**src/rtl/core/circular_list_insert_remove_rotate_assert.svh**
```systemverilog
// ----------------------------------------------------------------------------
// Assertion macros for the circular list block
// Shared property forms used by the RTL checks.
// ----------------------------------------------------------------------------
`ifndef CIRCULAR_LIST_INSERT_REMOVE_ROTATE_ASSERT_SVH
`define CIRCULAR_LIST_INSERT_REMOVE_ROTATE_ASSERT_SVH

// same-cycle implication, off while in reset
`define CL_ASSERT_IMP(label, clk, rst_n, ante, cons) \
    label: assert property (@(posedge clk) disable iff (!rst_n) (ante) |-> (cons)) \
        else $error("circular list check failed");

// next-cycle implication, off while in reset
`define CL_ASSERT_NXT(label, clk, rst_n, ante, cons) \
    label: assert property (@(posedge clk) disable iff (!rst_n) (ante) |=> (cons)) \
        else $error("circular list check failed");

`endif

```
**src/rtl/core/clist_pkg.sv**
```systemverilog
// ----------------------------------------------------------------------------
// clist_pkg
// Types, codes and constants shared by the circular list modules.
// ----------------------------------------------------------------------------
package clist_pkg;

    localparam int CL_MAX_ENTRIES_DEF = 16;
    localparam int DATA_W = 32;

    // command codes
    localparam logic [1:0] CMD_INSERT = 2'd0;
    localparam logic [1:0] CMD_REMOVE = 2'd1;
    localparam logic [1:0] CMD_ROTATE = 2'd2;

    // result status codes
    localparam logic [1:0] ST_OK       = 2'd0;
    localparam logic [1:0] ST_EMPTY    = 2'd1;
    localparam logic [1:0] ST_NOTFOUND = 2'd2;
    localparam logic [1:0] ST_FULL     = 2'd3;

    // last step of the 32-step remainder loop
    localparam logic [4:0] DIV_STEP_LAST = 5'd31;

    typedef struct packed {
        logic [1:0]               cmd;
        logic signed [DATA_W-1:0] operand;
    } cmd_item_t;

    typedef struct packed {
        logic [1:0]               status;
        logic signed [DATA_W-1:0] read_value;
    } rsp_item_t;

    // store read address source
    typedef enum logic [1:0] {
        RD_LAST = 2'd0,
        RD_IDX  = 2'd1,
        RD_NEXT = 2'd2,
        RD_REM  = 2'd3
    } rd_src_t;

    // store write address/data source
    typedef enum logic {
        WR_TAIL  = 1'b0,
        WR_SHIFT = 1'b1
    } wr_src_t;

    // controller -> datapath
    typedef struct packed {
        logic       load_item;
        logic       wr_en;
        wr_src_t    wr_src;
        logic       rd_en;
        rd_src_t    rd_src;
        logic       cnt_inc;
        logic       cnt_dec;
        logic       idx_clr;
        logic       idx_inc;
        logic       div_init;
        logic       div_step;
        logic       set_status;
        logic [1:0] status_code;
        logic       take_value;
        logic       out_load;
    } dp_cmd_t;

    // datapath -> controller
    typedef struct packed {
        logic [1:0] cmd;
        logic       full;
        logic       empty;
        logic       match;
        logic       idx_more;
        logic       div_last;
        logic       out_busy;
    } dp_stat_t;

endpackage

```
**src/rtl/core/circular_list_insert_remove_rotate.sv**
```systemverilog
// ----------------------------------------------------------------------------
// circular_list_insert_remove_rotate
// Ordered circular list of signed 32-bit values in a store of MAX_ENTRIES
// slots. One beat in gives exactly one beat out. Insert (cmd 0) appends after
// the newest entry or returns status full. Remove (cmd 1) checks the newest
// entry, then scans from the oldest upward, deletes the first match and
// compacts the entries behind it; otherwise it returns empty or not found.
// Rotate (cmd 2) returns the entry at (steps mod count) from the oldest, with
// negative steps taken as zero. read_value is zero except on a good rotate;
// unused command codes change nothing and return status ok. Items are handled
// one at a time; rotate runs the 32-step bit-serial remainder unit, and remove
// takes longer the more entries it scans and compacts, since the store gives
// one read per cycle and every compaction move is a read followed by a write.
// A finished result sits in an output register, so the next command beat is
// taken while the previous result is still stalled. No clearing pass follows
// reset; the store holds no valid bits.
// ----------------------------------------------------------------------------
module circular_list_insert_remove_rotate
    import clist_pkg::*;
#(
    parameter int MAX_ENTRIES = CL_MAX_ENTRIES_DEF
)
(
    input  logic      clk,
    input  logic      rst_n,
    input  logic      cmd_valid,
    output logic      cmd_stall,
    input  cmd_item_t cmd_item,
    output logic      rsp_valid,
    input  logic      rsp_stall,
    output rsp_item_t rsp_item
);

    dp_cmd_t  ctl;
    dp_stat_t stat;

    // sequencer: one command in flight, drives the datapath step by step
    clist_ctrl u_ctrl
    (
        .clk       (clk),
        .rst_n     (rst_n),
        .cmd_valid (cmd_valid),
        .cmd_stall (cmd_stall),
        .stat      (stat),
        .ctl       (ctl)
    );

    // store, counters, remainder unit and result register
    clist_dp #(
        .MAX_ENTRIES (MAX_ENTRIES)
    ) u_dp
    (
        .clk       (clk),
        .rst_n     (rst_n),
        .cmd_item  (cmd_item),
        .ctl       (ctl),
        .stat      (stat),
        .rsp_stall (rsp_stall),
        .rsp_valid (rsp_valid),
        .rsp_item  (rsp_item)
    );

endmodule

```
**src/rtl/core/clist_dp.sv**
```systemverilog
// ----------------------------------------------------------------------------
// clist_dp
// Entry store, count, scan index, remainder unit and result register.
// ----------------------------------------------------------------------------
`include "circular_list_insert_remove_rotate_assert.svh"

module clist_dp
    import clist_pkg::*;
#(
    parameter int MAX_ENTRIES = CL_MAX_ENTRIES_DEF
)
(
    input  logic      clk,
    input  logic      rst_n,
    input  cmd_item_t cmd_item,
    input  dp_cmd_t   ctl,
    output dp_stat_t  stat,
    input  logic      rsp_stall,
    output logic      rsp_valid,
    output rsp_item_t rsp_item
);

    localparam int IW = $clog2(MAX_ENTRIES);
    localparam int CW = $clog2(MAX_ENTRIES + 1);

    logic [DATA_W-1:0] mem [MAX_ENTRIES];

    logic [CW-1:0]     count_reg;
    logic [IW-1:0]     idx_reg;
    logic [1:0]        cmd_reg;
    logic [DATA_W-1:0] operand_reg;
    logic [DATA_W-1:0] dvd_reg;
    logic [CW-1:0]     rem_reg;
    logic [4:0]        step_reg;
    logic [DATA_W-1:0] rd_data_reg;
    logic [1:0]        status_reg;
    logic [DATA_W-1:0] value_reg;
    logic              rsp_valid_reg;
    rsp_item_t         rsp_item_reg;

    logic [CW-1:0]     idx_plus1;
    logic [CW-1:0]     last_idx;
    logic [CW:0]       trial;
    logic [CW:0]       trial_diff;
    logic              trial_ge;
    logic [IW-1:0]     rd_addr;
    logic [IW-1:0]     wr_addr;
    logic [DATA_W-1:0] wr_data;

    assign idx_plus1  = CW'(idx_reg) + CW'(1);
    assign last_idx   = count_reg - CW'(1);
    assign trial      = {rem_reg, dvd_reg[DATA_W-1]};
    assign trial_diff = trial - {1'b0, count_reg};
    assign trial_ge   = trial >= {1'b0, count_reg};

    always_comb
    begin
        case (ctl.rd_src)
            RD_LAST: rd_addr = last_idx[IW-1:0];
            RD_IDX:  rd_addr = idx_reg;
            RD_NEXT: rd_addr = idx_plus1[IW-1:0];
            RD_REM:  rd_addr = rem_reg[IW-1:0];
            default: rd_addr = idx_reg;
        endcase
    end

    always_comb
    begin
        case (ctl.wr_src)
            WR_TAIL:
            begin
                wr_addr = count_reg[IW-1:0];
                wr_data = operand_reg;
            end
            WR_SHIFT:
            begin
                wr_addr = idx_reg;
                wr_data = rd_data_reg;
            end
            default:
            begin
                wr_addr = idx_reg;
                wr_data = rd_data_reg;
            end
        endcase
    end

    // single-port-style store: one write, one registered read per cycle
    always_ff @(posedge clk)
    begin
        if (ctl.wr_en)
        begin
            mem[wr_addr] <= wr_data;
        end
        if (ctl.rd_en)
        begin
            rd_data_reg <= mem[rd_addr];
        end
    end

    // payload registers
    always_ff @(posedge clk)
    begin
        if (ctl.load_item)
        begin
            cmd_reg     <= cmd_item.cmd;
            operand_reg <= cmd_item.operand;
            status_reg  <= ST_OK;
            value_reg   <= '0;
        end
        else
        begin
            if (ctl.set_status)
            begin
                status_reg <= ctl.status_code;
            end
            if (ctl.take_value)
            begin
                value_reg <= rd_data_reg;
            end
        end

        // steps mod count, one quotient bit per cycle; negative steps read as zero
        if (ctl.div_init)
        begin
            rem_reg <= '0;
            dvd_reg <= operand_reg[DATA_W-1] ? '0 : operand_reg;
        end
        else if (ctl.div_step)
        begin
            rem_reg <= trial_ge ? trial_diff[CW-1:0] : trial[CW-1:0];
            dvd_reg <= {dvd_reg[DATA_W-2:0], 1'b0};
        end

        if (ctl.out_load)
        begin
            rsp_item_reg.status     <= status_reg;
            rsp_item_reg.read_value <= value_reg;
        end
    end

    // control registers
    always_ff @(posedge clk or negedge rst_n)
    begin
        if (!rst_n)
        begin
            count_reg     <= '0;
            idx_reg       <= '0;
            step_reg      <= '0;
            rsp_valid_reg <= 1'b0;
        end
        else
        begin
            if (ctl.cnt_inc)
            begin
                count_reg <= count_reg + CW'(1);
            end
            else if (ctl.cnt_dec)
            begin
                count_reg <= count_reg - CW'(1);
            end

            if (ctl.idx_clr)
            begin
                idx_reg <= '0;
            end
            else if (ctl.idx_inc)
            begin
                idx_reg <= idx_plus1[IW-1:0];
            end

            if (ctl.div_init)
            begin
                step_reg <= '0;
            end
            else if (ctl.div_step)
            begin
                step_reg <= step_reg + 5'd1;
            end

            if (ctl.out_load)
            begin
                rsp_valid_reg <= 1'b1;
            end
            else if (!rsp_stall)
            begin
                rsp_valid_reg <= 1'b0;
            end
        end
    end

    assign stat.cmd      = cmd_reg;
    assign stat.full     = (count_reg == CW'(MAX_ENTRIES));
    assign stat.empty    = (count_reg == '0);
    assign stat.match    = (rd_data_reg == operand_reg);
    assign stat.idx_more = (idx_plus1 < count_reg);
    assign stat.div_last = (step_reg == DIV_STEP_LAST);
    assign stat.out_busy = rsp_valid_reg && rsp_stall;

    assign rsp_valid = rsp_valid_reg;
    assign rsp_item  = rsp_item_reg;

    `CL_ASSERT_IMP(a_count_bound, clk, rst_n, 1'b1, count_reg <= CW'(MAX_ENTRIES))
    `CL_ASSERT_IMP(a_tail_not_full, clk, rst_n, ctl.wr_en && ctl.wr_src == WR_TAIL, !stat.full)
    `CL_ASSERT_IMP(a_load_free, clk, rst_n, ctl.out_load, !(rsp_valid_reg && rsp_stall))
    `CL_ASSERT_NXT(a_rem_below, clk, rst_n, ctl.div_step, rem_reg < count_reg)

endmodule

```
**src/rtl/core/clist_ctrl.sv**
```systemverilog
// ----------------------------------------------------------------------------
// clist_ctrl
// Sequencer for insert, remove (check newest, scan, compact) and rotate.
// ----------------------------------------------------------------------------
module clist_ctrl
    import clist_pkg::*;
(
    input  logic     clk,
    input  logic     rst_n,
    input  logic     cmd_valid,
    output logic     cmd_stall,
    input  dp_stat_t stat,
    output dp_cmd_t  ctl
);

    typedef enum logic [11:0] {
        S_IDLE      = 12'b0000_0000_0001,
        S_DECODE    = 12'b0000_0000_0010,
        S_LAST_CMP  = 12'b0000_0000_0100,
        S_SCAN_RD   = 12'b0000_0000_1000,
        S_SCAN_CMP  = 12'b0000_0001_0000,
        S_SHIFT_RD  = 12'b0000_0010_0000,
        S_SHIFT_WR  = 12'b0000_0100_0000,
        S_DIV       = 12'b0000_1000_0000,
        S_ROT_RD    = 12'b0001_0000_0000,
        S_ROT_DATA  = 12'b0010_0000_0000,
        S_DONE      = 12'b0100_0000_0000,
        S_SPARE     = 12'b1000_0000_0000
    } state_t;

    state_t state_reg;
    state_t state_next;

    always_comb
    begin
        ctl        = '0;
        state_next = state_reg;
        case (state_reg)
            S_IDLE:
            begin
                if (cmd_valid)
                begin
                    ctl.load_item = 1'b1;
                    state_next    = S_DECODE;
                end
            end
            S_DECODE:
            begin
                case (stat.cmd)
                    CMD_INSERT:
                    begin
                        if (stat.full)
                        begin
                            ctl.set_status  = 1'b1;
                            ctl.status_code = ST_FULL;
                        end
                        else
                        begin
                            ctl.wr_en   = 1'b1;
                            ctl.wr_src  = WR_TAIL;
                            ctl.cnt_inc = 1'b1;
                        end
                        state_next = S_DONE;
                    end
                    CMD_REMOVE:
                    begin
                        if (stat.empty)
                        begin
                            ctl.set_status  = 1'b1;
                            ctl.status_code = ST_EMPTY;
                            state_next      = S_DONE;
                        end
                        else
                        begin
                            ctl.rd_en  = 1'b1;
                            ctl.rd_src = RD_LAST;
                            state_next = S_LAST_CMP;
                        end
                    end
                    CMD_ROTATE:
                    begin
                        if (stat.empty)
                        begin
                            ctl.set_status  = 1'b1;
                            ctl.status_code = ST_EMPTY;
                            state_next      = S_DONE;
                        end
                        else
                        begin
                            ctl.div_init = 1'b1;
                            state_next   = S_DIV;
                        end
                    end
                    default:
                    begin
                        state_next = S_DONE;
                    end
                endcase
            end
            S_LAST_CMP:
            begin
                if (stat.match)
                begin
                    ctl.cnt_dec = 1'b1;
                    state_next  = S_DONE;
                end
                else
                begin
                    ctl.idx_clr = 1'b1;
                    state_next  = S_SCAN_RD;
                end
            end
            S_SCAN_RD:
            begin
                if (stat.idx_more)
                begin
                    ctl.rd_en  = 1'b1;
                    ctl.rd_src = RD_IDX;
                    state_next = S_SCAN_CMP;
                end
                else
                begin
                    ctl.set_status  = 1'b1;
                    ctl.status_code = ST_NOTFOUND;
                    state_next      = S_DONE;
                end
            end
            S_SCAN_CMP:
            begin
                if (stat.match)
                begin
                    state_next = S_SHIFT_RD;
                end
                else
                begin
                    ctl.idx_inc = 1'b1;
                    state_next  = S_SCAN_RD;
                end
            end
            S_SHIFT_RD:
            begin
                if (stat.idx_more)
                begin
                    ctl.rd_en  = 1'b1;
                    ctl.rd_src = RD_NEXT;
                    state_next = S_SHIFT_WR;
                end
                else
                begin
                    ctl.cnt_dec = 1'b1;
                    state_next  = S_DONE;
                end
            end
            S_SHIFT_WR:
            begin
                ctl.wr_en   = 1'b1;
                ctl.wr_src  = WR_SHIFT;
                ctl.idx_inc = 1'b1;
                state_next  = S_SHIFT_RD;
            end
            S_DIV:
            begin
                ctl.div_step = 1'b1;
                if (stat.div_last)
                begin
                    state_next = S_ROT_RD;
                end
            end
            S_ROT_RD:
            begin
                ctl.rd_en  = 1'b1;
                ctl.rd_src = RD_REM;
                state_next = S_ROT_DATA;
            end
            S_ROT_DATA:
            begin
                ctl.take_value = 1'b1;
                state_next     = S_DONE;
            end
            S_DONE:
            begin
                if (!stat.out_busy)
                begin
                    ctl.out_load = 1'b1;
                    state_next   = S_IDLE;
                end
            end
            default:
            begin
                state_next = S_IDLE;
            end
        endcase
    end

    always_ff @(posedge clk or negedge rst_n)
    begin
        if (!rst_n)
        begin
            state_reg <= S_IDLE;
        end
        else
        begin
            state_reg <= state_next;
        end
    end

    assign cmd_stall = (state_reg != S_IDLE);

endmodule

```
**config.mk**
```make
export PLATFORM = sky130hd
export DESIGN_NAME = circular_list_insert_remove_rotate
export DESIGN_NICKNAME = d
export VERILOG_FILES = /design/src/rtl/core/clist_pkg.sv /design/src/rtl/core/circular_list_insert_remove_rotate.sv /design/src/rtl/core/clist_dp.sv /design/src/rtl/core/clist_ctrl.sv
export VERILOG_INCLUDE_DIRS = /design/src /design/src/rtl/core
export SDC_FILE = /design/constraint.sdc
export NUM_CORES = 1
export LEC_CHECK = 0
export ABC_CLOCK_PERIOD_IN_PS = 4700
export BUFFER_PORTS_ARGS = -buffer_cell sky130_fd_sc_hd__buf_2
export CAP_MARGIN = 20
export CELL_PAD_IN_SITES_DETAIL_PLACEMENT = 0
export CELL_PAD_IN_SITES_GLOBAL_PLACEMENT = 1
export CORE_AREA = 2 2 234 236
export DETAILED_ROUTE_END_ITERATION = 10
export DIE_AREA = 0 0 236 238
export GPL_ROUTABILITY_DRIVEN = 0
export GPL_TIMING_DRIVEN = 0
export PLACE_DENSITY = 0.88
export SKIP_LAST_GASP = 1
export SYNTH_ARGS = -nofsm -noshare
export SYNTH_HDL_FRONTEND = slang
export SYNTH_SLANG_ARGS = --single-unit
```
**constraint.sdc**
```tcl
create_clock -name clk -period 4.7 [get_ports clk]
set_input_delay 0 -clock clk [delete_from_list [all_inputs] [get_ports clk]]
set_output_delay 0 -clock clk [all_outputs]
set_load 0.03 [all_outputs]
```
# Word-level counts from Yosys, hierarchy flattened
# Memories as Yosys holds them, arrays and structs flattened. A register that Yosys moved wholly into a read port is not among the register bits.
# Index checks and enable logic that the tools add are counted.
# word_totals
wordCells,114
memories,1
mem_bits_rw,512
regBits,166
# op_classes
mux,59
n_reduce_logical,9
add_sub_neg,5
eq_ne,24
bitwise_logic,1
magnitude_cmp,2
# mem_list
memory,depth,width,read_ports,rd_clocked_by_memory_dff,wr,line_no,rtl
u_dp.mem,16,32,1,1,1,clist_dp.sv:26,logic [DATA_W-1:0] mem [MAX_ENTRIES];
# ops
op,n
$pmux 12 s11,1
$mux 32,2
$pmux 32 s2,1
$mux 11,5
$mux 12,3
$eq 32x32->1,1
$mux 31,1
$mux 5,5
$pmux 12 s2,1
$mux 3,7
$mux 1,20
$pmux 4 s4,1
$eq 12x1->1 const B,1
$eq 12x10->1 const B,1
$eq 12x11->1 const B,1
$eq 12x2->1 const B,1
$eq 12x3->1 const B,1
$eq 12x4->1 const B,1
$eq 12x5->1 const B,1
$eq 12x6->1 const B,1
$eq 12x7->1 const B,1
$eq 12x8->1 const B,1
$eq 12x9->1 const B,1
$ne 12x1->1 const B,1
other kinds (26),40

# Depth between registers and ports, before layout
# depth
ltp_word,6
mapped_depth,17

# Modules after synthesis
# From an unflattened synthesis, not the netlist that was laid out.
# unflattened
cells_unflattened,1506
hier_area_um2,27943.0
# by_module_without_submodules
module,cells_per_inst,seq_area_each_um2,instances,area_each_um2
clist_dp,1404,20494.7,1,27055.9
clist_ctrl,102,276.5,1,887.1

# Least setup slack after synthesis
# No wires, ideal clock.
# synth_timing
path_type,flip-flop to flip-flop
startpoint,register u_ctrl.state_reg[10]
endpoint,memory u_dp.mem[14][0] (enable)
stages_incl_launch_ff,8
setup_slack_ns,0.827
arrival_ns,3.452
required_ns,4.279
synth_period_minus_slack_ns,3.873
n_path_buf,0
cell_sequence,dfrtp_1 or2_2 nor3_1 nand2_1 nor3b_1 nand2_1 o22a_1 nor2_1
# synth_between
elab_chain_len,4
# synth_rtl
item,line_no,rtl
"start, declared",clist_ctrl.sv:31,state_t state_reg;
"start signal, assigned",clist_ctrl.sv:203,state_reg <= state_next;
$eq 12x7->1 / $eq 12x2->1 (equally long branches),clist_ctrl.sv:38,case (state_reg)
$pmux 2 s2 (*),clist_ctrl.sv:38,
$not 1->1 / $mux 1 (equally long branches),"clist_dp.sv:69, clist_dp.sv:91",
$pmux 4 s2 / $mux 1 (equally long branches),"clist_dp.sv:69, clist_dp.sv:93",
"end, declared",clist_dp.sv:26,
# Every way passes the cells marked *; elsewhere a longest branch is shown, timed or not.

# Final worst setup path
# layout_timing
startpoint,register u_dp.idx_reg[0]
endpoint,"register u_dp.rd_data_reg[13] (read register of u_dp.mem), data pin"
# layout_between
elab_chain_len,6
# layout_rtl
item,line_no,rtl
"start, declared",clist_dp.sv:29,logic [IW-1:0] idx_reg;
"start signal, assigned",clist_dp.sv:169,idx_reg <= idx_plus1[IW-1:0];
$add 4x1->5,clist_dp.sv:50,assign idx_plus1 = CW'(idx_reg) + CW'(1);
$lt 5x5->1,clist_dp.sv:196,assign stat.idx_more = (idx_plus1 < count_reg);
$mux 3 (on tied branches),"clist_ctrl.sv:115, clist_ctrl.sv:142",
$pmux 3 s4,clist_ctrl.sv:38,
$eq 2x2->1 (tied with other cells),clist_dp.sv:58,case (ctl.rd_src)
$pmux 4 s4,clist_dp.sv:58,
"end, declared",clist_dp.sv:35,logic [DATA_W-1:0] rd_data_reg;
# Parallel ways exist; a longest one is shown, timed or not.
# A chain may end at the register's enable or synchronous reset.

==> results.ini <==
[status]
status = completed

[detailed_routing]
wl_um = 70300
vias = 16500
drc_errors = 0
antenna_left = 0
wire_per_inst_um = 25.8
drt-initial-drc-count = 1987
viasPerCell = 6.06
firstDrtPassIters = 5

[global_route]
grt_pass1_wl_um = 103000
grt_util_all_layers_pct = 25.1
grt_start_max_net_pins = 33
grt_pass1_vias = 16400
antenna_found_initial = 0
overflow = 0

[critical_path]
cp_num_cells = 15
reg2reg_from = u_dp.idx_reg[0]$_DFFE_PN0P_
crit_path_max_fanout = 10
crit_type = flip-flop to flip-flop
startpoint = u_dp.idx_reg[0]$_DFFE_PN0P_
critical_path.top_delay_family = buffers and inverters
slowest_stage = clkbuf_1
critPathRequiredTime_ns = 5.04
path_cells = clkbuf_2 > nand3_1 > xnor2_1 > inv_1 > ha_1 > nand4_1 > a21oi_1 > nor3_2 > o21a_1 > o31a_1 > buf_4 > nand2_1 > clkbuf_1 > o22ai_1 > or4_1
slowest_delay_ns = 0.67
crit_buf_inv = 4
worstSetupEndpointType = flip-flop
r2r.worst_path.cells = 15
critPathLaunchType = flip-flop
cp.arrival_ns = 4.85

[clock_network]
cts_buffer_depth = 3
cts_tree = done
htree_levels = 3
clk_pin_slew_worst_paths_ns = 0.06
cts.sinks = 709
numCtsBuffers = 71
cts-root-buf = clkbuf_16
clk_latency_ns = 0.62

[floorplanning]
start_util_pct = 52.7
die_y_um = 238
die_area_mm2 = 0.0562
rows = 85
coreArea_mm2 = 0.0535
die_x_um = 236
ios = 74

[finish]
n_antenna_cell = 0
drive_gt1_share_pct = 15.1
largest_reg_flops = 512
instances_no_fill = 2725
layout.nets = 2029
area_growth_pct = 15.9
fin_util_pct = 61.1

[power_and_ir_drop]
p_seq_share_pct = 38.9
swShare_pct = 33.7
p_sw_mw = 6.72
p_leak_nw = 11.8
pwr-share-comb_pct = 34.0
pwr-share-clk_pct = 27.0
p_int_mw = 13.2
ir_worst_vdd_uv = 465
powerDensity_mw_per_mm2 = 611

[yosys]
ys_types = 61
synth_top_cell_by_area = edfxtp_1
syn_area_mm2 = 0.0282
synthCells = 1767
synthFlopType = edfxtp_1
syn_area_per_cell_um2 = 15.9
yosysSeqAreaShare_pct = 73.7
synth.top_cell.area_share_pct = 68.7
synth_edf_count = 644
async_flop_share_pct = 3.67
syn-num-nets = 1824
synth_area_leaders = edfxtp_1 69%, mux2i_1 9.1%, o22ai_1 2.8%
synth_common_cells = 644 x edfxtp_1, 257 x mux2i_1, 136 x nand2_1
ys_ff_latch = 709
yosys_warnings = 0
yosysMostFrequentCell = edfxtp_1

[sta]
finalHoldViolations = 0
setup_tns_ns = 0
finClkSkew_ns = 0.0258
setup_ws_ns = 0.186
slew_headroom_pct = 26.1
layout_worst_path_cycle_share_pct = 96.0
whs_ns = 0.0874
fin_crit_ns = 4.51
slew_violations = 0
worst_pin_slew_ns = 1.11
fmax_mhz = 222
rsz0062_at_grt = no
setup_viol = 0

[placed_design]
port_buffers = 73
post-dp-hpwl_um = 47100
dp_cells = 2557
place_ws_ns = -0.0465

[hold_path]
hold_depth = 2
min_path_type = input pin to flip-flop
min_from = cmd_item[25]

[flow_run]
maxCapViolCount = 0

==> logic make-up (layout without fill, tap and decap cells) <==
family	after synthesis	in the layout	share of synthesized area [%]
simple gates	335	335	6.10
compound gates	263	263	5.56
mux	291	291	10.5
xor+xnor	46	46	1.43
buf+inv	104	366	1.80
flops	709	709	73.7
fa+ha+maj	19	19	0.871
==> worst paths after layout <==
check / to / slack [ns]
max in group asynchronous: u_ctrl.state_reg[8]$_DFFE_PN0P_ / 4.05
min: u_dp.operand_reg[25]$_DFFE_PP_ / 0.09
min reg2reg: u_dp.rsp_item[0]$_DFFE_PP_ / 0.43
max reg2reg: u_dp.rd_data_reg[13]$_DFFE_PP_ / 0.19
max: u_dp.rd_data_reg[13]$_DFFE_PP_ / 0.19
min in group asynchronous: u_ctrl.state_reg[0]$_DFFE_PN1P_ / 0.48
==> per-layer routing <==
metal / wire, um / track usage [%] / share of wire, % / up-vias
li1: - / - / - / 7274
met1: 27800 / 33.2 / 39 / 8227
met2: 33600 / 41.6 / 48 / 854
met3: 6380 / 4.49 / 9.1 / 163
met4: 2560 / 9.71 / 3.6 / 0
met5: 0 / 0 / 0 / -
==> through the flow <==
step | power [mW] | area (um2)
floorplan | 12.4 | 28200
global route | 20.7 | 32700
global placement | 14.3 | 29400
detailed placement | 14.5 | 30000
CTS | 19.9 | 32600
finish | 19.9 | 32700
==> final cells by class <==
type,instances,area (um2)
flip-flops and latches,709,20800
multi-input cells,954,7050
plain buffers,85,494
repair buffers,133,1190
fillers,3789,20800
clock inverters,31,262
clock buffers,99,1950
inverters,18,67.6
well taps,696,871
==> layout by cell type, fill, tap and decap left out, types with 31 or more instances in the layout <==
master / instances
o21ai_0: 54
dlygate4sd3_1: 38
nand2_1: 135
xor2_1: 36
a21oi_1: 49
nand2b_1: 31
nor2_1: 32
clkbuf_1: 56
dfxtp_1: 39
or4_1: 33
edfxtp_1: 644
clkbuf_16: 73
mux2i_1: 256
o22ai_1: 125
buf_2: 79
mux2_2: 34
==> power by group through the flow <==
stage	clock (mW)	sequential, mW	combinational (mW)
detailed placement	0	7.88	6.58
global placement	0	7.89	6.36
global route	5.72	7.77	7.21
floorplan	0	7.78	4.62
CTS	5.45	7.75	6.67
finish	5.39	7.76	6.79
==> timing repair <==
action,in CTS,in global routing
pin swaps,0,0
resized for setup,7,45
setup endpoints to repair,17,32
hold buffers,39,0
endpoints found under the hold margin,104,0
setup buffers,0,0
No activity file was read; power rests on OpenSTA's default activity.
